**src/hdl/pit_pkg.sv**
```systemverilog
// Shared types and constants for the point-in-triangle test.
package pit_pkg;

  // Orientation of a point against one directed triangle edge
  typedef enum logic [1:0] {
    ORI_ZERO = 2'd0,
    ORI_POS  = 2'd1,
    ORI_NEG  = 2'd2
  } orient_t;

  // Register stages inside one edge unit: differences, products, compare
  localparam int unsigned EDGE_STAGES = 3;

endpackage

```
**src/hdl/pit_edge.sv**
```systemverilog
// Three-stage orientation unit for one directed edge s->e against query point q.
module pit_edge
  import pit_pkg::*;
#(
  parameter int unsigned COORD_BITS = 15
) (
  input  logic                         clk,
  input  logic signed [COORD_BITS-1:0] s_x,
  input  logic signed [COORD_BITS-1:0] s_y,
  input  logic signed [COORD_BITS-1:0] e_x,
  input  logic signed [COORD_BITS-1:0] e_y,
  input  logic signed [COORD_BITS-1:0] q_x,
  input  logic signed [COORD_BITS-1:0] q_y,
  output orient_t                      orient
);

  localparam int unsigned DW = COORD_BITS + 1;
  localparam int unsigned PW = 2 * DW;

  // Stage 1: edge and point differences
  logic signed [DW-1:0] ux_r, uy_r, vx_r, vy_r;
  logic signed [DW-1:0] ux_nxt, uy_nxt, vx_nxt, vy_nxt;

  // Stage 2: cross terms, squares, behind flag
  logic signed [PW-1:0] l_r, r_r, l_nxt, r_nxt;
  logic signed [PW-1:0] sq_ux, sq_uy, sq_vx, sq_vy;
  logic        [PW-1:0] ux2_r, uy2_r, vx2_r, vy2_r;
  logic                 behind_r, behind_nxt;

  // Stage 3: orientation code
  logic        [PW-1:0] len_u, len_v;
  orient_t              orient_r, orient_nxt;

  always_comb begin
    ux_nxt = $signed({e_x[COORD_BITS-1], e_x}) - $signed({s_x[COORD_BITS-1], s_x});
    uy_nxt = $signed({e_y[COORD_BITS-1], e_y}) - $signed({s_y[COORD_BITS-1], s_y});
    vx_nxt = $signed({q_x[COORD_BITS-1], q_x}) - $signed({s_x[COORD_BITS-1], s_x});
    vy_nxt = $signed({q_y[COORD_BITS-1], q_y}) - $signed({s_y[COORD_BITS-1], s_y});
  end

  always_comb begin
    l_nxt = PW'(ux_r) * PW'(vy_r);
    r_nxt = PW'(uy_r) * PW'(vx_r);
    sq_ux = PW'(ux_r) * PW'(ux_r);
    sq_uy = PW'(uy_r) * PW'(uy_r);
    sq_vx = PW'(vx_r) * PW'(vx_r);
    sq_vy = PW'(vy_r) * PW'(vy_r);
    // A negative product means both factors nonzero and of opposite sign
    behind_nxt = ((ux_r != '0) && (vx_r != '0) && (ux_r[DW-1] != vx_r[DW-1])) ||
                 ((uy_r != '0) && (vy_r != '0) && (uy_r[DW-1] != vy_r[DW-1]));
  end

  always_comb begin
    len_u = ux2_r + uy2_r;
    len_v = vx2_r + vy2_r;
    if (l_r > r_r) begin
      orient_nxt = ORI_POS;
    end else if (l_r < r_r) begin
      orient_nxt = ORI_NEG;
    end else if (behind_r) begin
      orient_nxt = ORI_NEG;
    end else if (len_u < len_v) begin
      orient_nxt = ORI_POS;
    end else begin
      orient_nxt = ORI_ZERO;
    end
  end

  always_ff @(posedge clk) begin
    ux_r     <= ux_nxt;
    uy_r     <= uy_nxt;
    vx_r     <= vx_nxt;
    vy_r     <= vy_nxt;
    l_r      <= l_nxt;
    r_r      <= r_nxt;
    ux2_r    <= $unsigned(sq_ux);
    uy2_r    <= $unsigned(sq_uy);
    vx2_r    <= $unsigned(sq_vx);
    vy2_r    <= $unsigned(sq_vy);
    behind_r <= behind_nxt;
    orient_r <= orient_nxt;
  end

  assign orient = orient_r;

endmodule

```
**config.mk**
```make
export PLATFORM = sky130hd
export DESIGN_NAME = pit_edge
export DESIGN_NICKNAME = d
export VERILOG_FILES = /design/src/hdl/pit_pkg.sv /design/src/hdl/pit_edge.sv
export SDC_FILE = /design/constraint.sdc
export NUM_CORES = 2
export LEC_CHECK = 0
export BUFFER_PORTS_ARGS = -buffer_cell sky130_fd_sc_hd__clkbuf_2
export CORE_ASPECT_RATIO = 0.7
export CORE_MARGIN = 8
export CORE_UTILIZATION = 43
export CTS_BUF_LIST = sky130_fd_sc_hd__clkbuf_8
export DETAILED_ROUTE_END_ITERATION = 8
export GPL_TIMING_DRIVEN = 0
export PLACE_DENSITY = 0.57
export SLEW_MARGIN = 25
export SYNTH_ARGS = -nofsm -noshare
export SYNTH_HDL_FRONTEND = slang
export SYNTH_SLANG_ARGS = --single-unit
export TNS_END_PERCENT = 100
```
**constraint.sdc**
```tcl
create_clock -name clk -period 19.14 [get_ports clk]
set_input_delay 3.828 -clock clk [delete_from_list [all_inputs] [get_ports clk]]
set_output_delay 3.828 -clock clk [all_outputs]
set_load 0.01 [all_outputs]
```
# Word level (Yosys, flattened, before mapping)
# Cells that the tools add are included.
totals:
  reg_bits: 259
  latchBits: 0
  input_bits: 91
  elab_cells: 41
  n_memories: 0
  romBits: 0
  out_inout_bits: 2
  ram_bits: 0
op_classes:
  shift: 0
  order_cmp: 3
  eq_ne: 2
  addsub: 6
  multipliers: 6
  n_div: 0
  reduce_logical: 9
  mux: 3
  n_bitwise: 0
ops:
  columns: ["cell", "count"]
  rows:
  - ["multiplier 16 x 16 -> 32 bit", 6]
  - ["adder 32 bit", 2]
  - ["< comparator 32 bit", 2]
  - ["nonzero test 16 bit", 4]
  - ["subtractor 15 x 15 -> 16 bit", 4]
  - ["greater-than comparator 32 bit", 1]
  - ["logical AND 1 bit", 4]
  - ["two-way mux 2 bit", 2]
  - ["inequality test 1 bit", 2]
  - ["logical OR 1 bit", 1]
  - ["two-way mux 1 bit", 1]

# Depth between registers and ports, before layout
logic_depth:
  depth_word: 5
  depth_mapped: 27
  mapped_depth_nobuf: 25

# Least setup slack after synthesis
# No wires, ideal clock.
synth_path:
  path_type: "reg-to-reg"
  startpoint: "reg uy_r[15]"
  endpoint: "reg r_r[30]"
  path_stages_with_launch: 22
  arrival_ps: 6354
  path_buffers: 2
  t_required_ps: 19017
  setup_time_ps: 123
  slack_ps: 12662
  period_less_slack_ps: 6478
  cell_sequence: "dfxtp_1 > clkbuf_1 > buf_1 > nand2_1 > inv_1 > fa_1 > fa_1 > fa_1 > fa_1 > fa_1 > inv_1 > fa_1 > inv_1 > ha_1 > and2_1 > a221o_1 > a21oi_1 > a21oi_1 > and4_1 > a2111oi_2 > a21oi_1 > xor2_1"
synth_between:
  elab_chain_cells: 1
synth_lines:
  columns: ["item", "line", "rtl"]
  rows:
  - ["from (decl)", "pit_edge.sv:21", "logic signed [DW-1:0] ux_r, uy_r, vx_r, vy_r;"]
  - ["from (signal assigned)", "pit_edge.sv:71", "uy_r <= uy_nxt;"]
  - ["multiplier 16 x 16 -> 32 bit", "pit_edge.sv:43", "r_nxt = PW'(uy_r) * PW'(vx_r);"]
  - ["via r_nxt[30]", "pit_edge.sv:25", "logic signed [PW-1:0] l_r, r_r, l_nxt, r_nxt;"]
  - ["to (signal assigned)", "pit_edge.sv:75", "r_r <= r_nxt;"]
  - ["to (decl)", "pit_edge.sv:25", null]
# The timed path passes the listed nets, and every way through them passes these cells.
# A chain may end at the register's enable or synchronous reset.

# Worst setup path in the final report
layout_path:
  startpoint: "reg ux_r[9]"
  endpoint: "reg ux2_r[28]"
layout_between:
  elab_chain_cells: 1
layout_lines:
  columns: ["item", "line", "rtl"]
  rows:
  - ["from (decl)", "pit_edge.sv:21", null]
  - ["from (signal assigned)", "pit_edge.sv:70", "ux_r <= ux_nxt;"]
  - ["multiplier 16 x 16 -> 32 bit", "pit_edge.sv:44", "sq_ux = PW'(ux_r) * PW'(ux_r);"]
  - ["via sq_ux[28]", "pit_edge.sv:26", "logic signed [PW-1:0] sq_ux, sq_uy, sq_vx, sq_vy;"]
  - ["to (signal assigned)", "pit_edge.sv:76", "ux2_r <= $unsigned(sq_ux);"]
  - ["to (decl)", "pit_edge.sv:27", "logic [PW-1:0] ux2_r, uy2_r, vx2_r, vy2_r;"]
# The timed path passes the listed nets, and every way through them passes these cells.

==> impl_results.md <==
* Status: complete, no violations
* Post-Syn Area at 0.06676 mm2
* Max Cap Violations at 0
* Critical Path RT at approximately 20 ns
* Tmin final at ~8.9 ns
* Placed cell count at around 9500
* Mapped Nets at between 9000 and 10000
* Non-Filler Instances at approximately 9600
* Area delta synth->final at 6.436%
* Worst setup path class: reg -> reg
* Die Area at roughly 0.17 mm2
* YS warnings at 0
* Yosys top cell area share at 0.4387
* Share of cells above drive strength 1 at 0.03580
* Clock buffer depth at 3
* PortBufs at just over 90
* Synthesized instance count at slightly above 7000
* Hold Crit Start: ux_r[0]
* R2R cell count at 22
* CP Max Fanout at 10
* Initial Utilization at 0.4311
* Hold Violations, Final at 0
* Leading cell types in the layout, fill and taps excluded: inv_1, fa_1, ha_1
* Cell taking the most area after synthesis: fa_1
* Antenna-violating nets left at 0
* DR vias at roughly 49000
* Skew final at 0.06769 ns
* Final HPWL from detailed placement at 188200 um
* Min-Delay Endpoint: ux2_r[0]
* Number of H-tree levels at 2
* Most common cell after layout, fill and taps aside: inv_1
* Clock Pin Slew Worst Setup and Hold Paths at approximately 0.07 ns
* Vias in the first global route at ~51000
* Area contributors post-synth: fa_1, ha_1, inv_1
* CTS root buf: clkbuf_8
* Ys flop type: dfxtp_1
* # DRC at 0
* Routed Wire Length at 217000 um
* Chip width at 487.0 um
* Cells on Worst Hold Path at 0
* CTS hold repair buffers at 0
* Mean number of vias per cell at 5.155
* Number of setup buffers added after CTS at 0
* Tightest Pin Transition at ~1.2 ns
* Fmax achieved at around 110 MHz
* # rows at between 100 and 150
* Setup slack, reg-to-reg at slightly above 10 ns
* Nets at 9688
* Drt pass-1 iters at 6
* Initial antenna violation count at 25
* CTS tree: done
* Core area at around 0.15 mm2
* Total negative slack at 0 ns
* Num CTS Buffers at 47
* Data arrival, critical path at between 9 and 10 ns
* # resized after CTS at 0
* Flops & latches, synth at ~260
* Syn_area_per_cell at a little over 9 um2
* EDFF count, synth at 0
* Crit start category: flip-flop
* Tcrit/Tclk final at 0.4638
* Unique masters post-synth at 72
* Initial DRC Count at approximately 4500
* Chip height at between 300 and 400 um
* Largest net degree at the start of global routing at 15
* FFs w/ async S/R, synth at 0
* Sequential area share after synthesis at 0.07646
* GPL Wtd Cong at ~1.0
* Wire per inst at between 20 and 25 um
* First-pass GRT wire length at roughly 330000 um
* FF-to-FF Start: ux_r[9]
* Grt ovf at 0
* Slew Limit Fails at 0
* I/O pin cnt at 93
* Total track usage at 0.2603
* R2r endpoint: ux2_r[28]
* RSZ-0062 raised after global routing: no
* Worst hold path type: reg -> reg
* Clock sink total at between 200 and 300
* Setup Viol. Count Final at 0
* CP Capture Type: flip-flop
* Clock latency on the worst-skew pair at 0.72 ns
* Max-slew headroom at 0.1997
-- registers in the layout, indices dropped and copies added (netlist names), 31 cells and up --
register and cells:
vy2_r 31, vx2_r 31, ux2_r 31, l_r 32, uy2_r 31, r_r 32
-- worst max path at each step --
stage                     end      from  cells after the start
CTS                   r_r[30]  uy_r[15]                     21
floorplan             r_r[30]  uy_r[15]                     21
global placement      r_r[30]  uy_r[15]                     21
finish              ux2_r[28]   ux_r[9]                     22
global route        ux2_r[28]   ux_r[9]                     22
detailed placement    r_r[30]  uy_r[15]                     21
-- layer usage --
metal  track usage  part of all wire  vias up
met5             0          0.000060        -
met2        0.3533              0.39     2096
li1              -                 -    22020
met4       0.04650             0.022        2
met3       0.08891              0.13      249
met1        0.4006              0.46    24900
-- critical path, stage by stage (launching register included) --
cell	delay (ns)
dfxtp_1	0.67
clkbuf_1	0.83
clkbuf_1	0.92
nand2_1	0.18
fa_1	0.66
fa_1	0.48
fa_1	0.51
inv_1	0.05
fa_1	0.49
fa_1	0.49
inv_1	0.05
fa_1	0.48
inv_1	0.05
ha_1	0.37
and3_1	0.21
o211ai_1	0.09
o21ai_0	0.30
a21oi_1	0.21
o31ai_1	0.30
a21oi_1	0.20
o21ai_0	0.53
a21oi_1	0.17
xnor2_1	0.45
-- cell families after synthesis --
kind of cell	synth area share
XOR/XNOR	0.04329
multiplexers	0.0008996
AO/OA/AOI/OAI	0.06702
adder cells (fa/ha/maj)	0.5725
buffers and inverters	0.1223
AND/OR/NAND/NOR	0.1176
flip-flops	0.07646
-- cells in the mapped netlist, types with 7 or more instances --
cell      instances
a21o_1          104
dfxtp_1         255
o21ai_0         115
o211ai_1         11
ha_1            714
a31oi_1          22
and3_1           22
o21bai_1         27
clkbuf_1        213
a21boi_0         14
a211o_1          10
nor3_1           48
o21a_1           52
nand2b_1         53
nor2_1          363
nand2_1         613
a41o_1            7
a31o_2           22
or2_2            27
a211oi_1         31
nand3_1          49
nor2b_1          49
buf_1             9
and2_1          348
xor2_1           77
or4_1             7
nand4_1          31
clkinv_1         12
xnor2_1         253
nor4_1           24
inv_1          1937
o221ai_1          7
fa_1           1463
a21oi_1         186
or3_1            13
-- layout make-up --
cell class	count	area, um2
inverters	1953	7331
fillers	15200	83820
clock buffers	57	784.5
clock inverters	30	322.8
plain buffers	222	858.3
well taps	2091	2616
diodes	6	15.01
repair buffers	96	501.7
flip-flops and latches	255	5105
multi-input cells	4845	53530
-- through the flow --
step | worst slack, ns | hold WS, ns | util | cell area [um2]
2_1_floorplan | 12.66 | 0.3498 | - | 66760
5_1_grt | 10.20 | 0.4505 | 0.4588 | 71050
3_3_place_gp | 10.35 | 0.4583 | 0.4509 | 69840
6_report | 10.26 | 0.5126 | 0.4588 | 71060
4_1_cts | 10.27 | 0.4715 | 0.4583 | 70990
3_5_place_dp | 10.34 | 0.4605 | 0.4512 | 69880
Power is left out: the tool's default activity adds up to more than one toggle a clock period on the data nets, which glitch-free logic cannot reach.
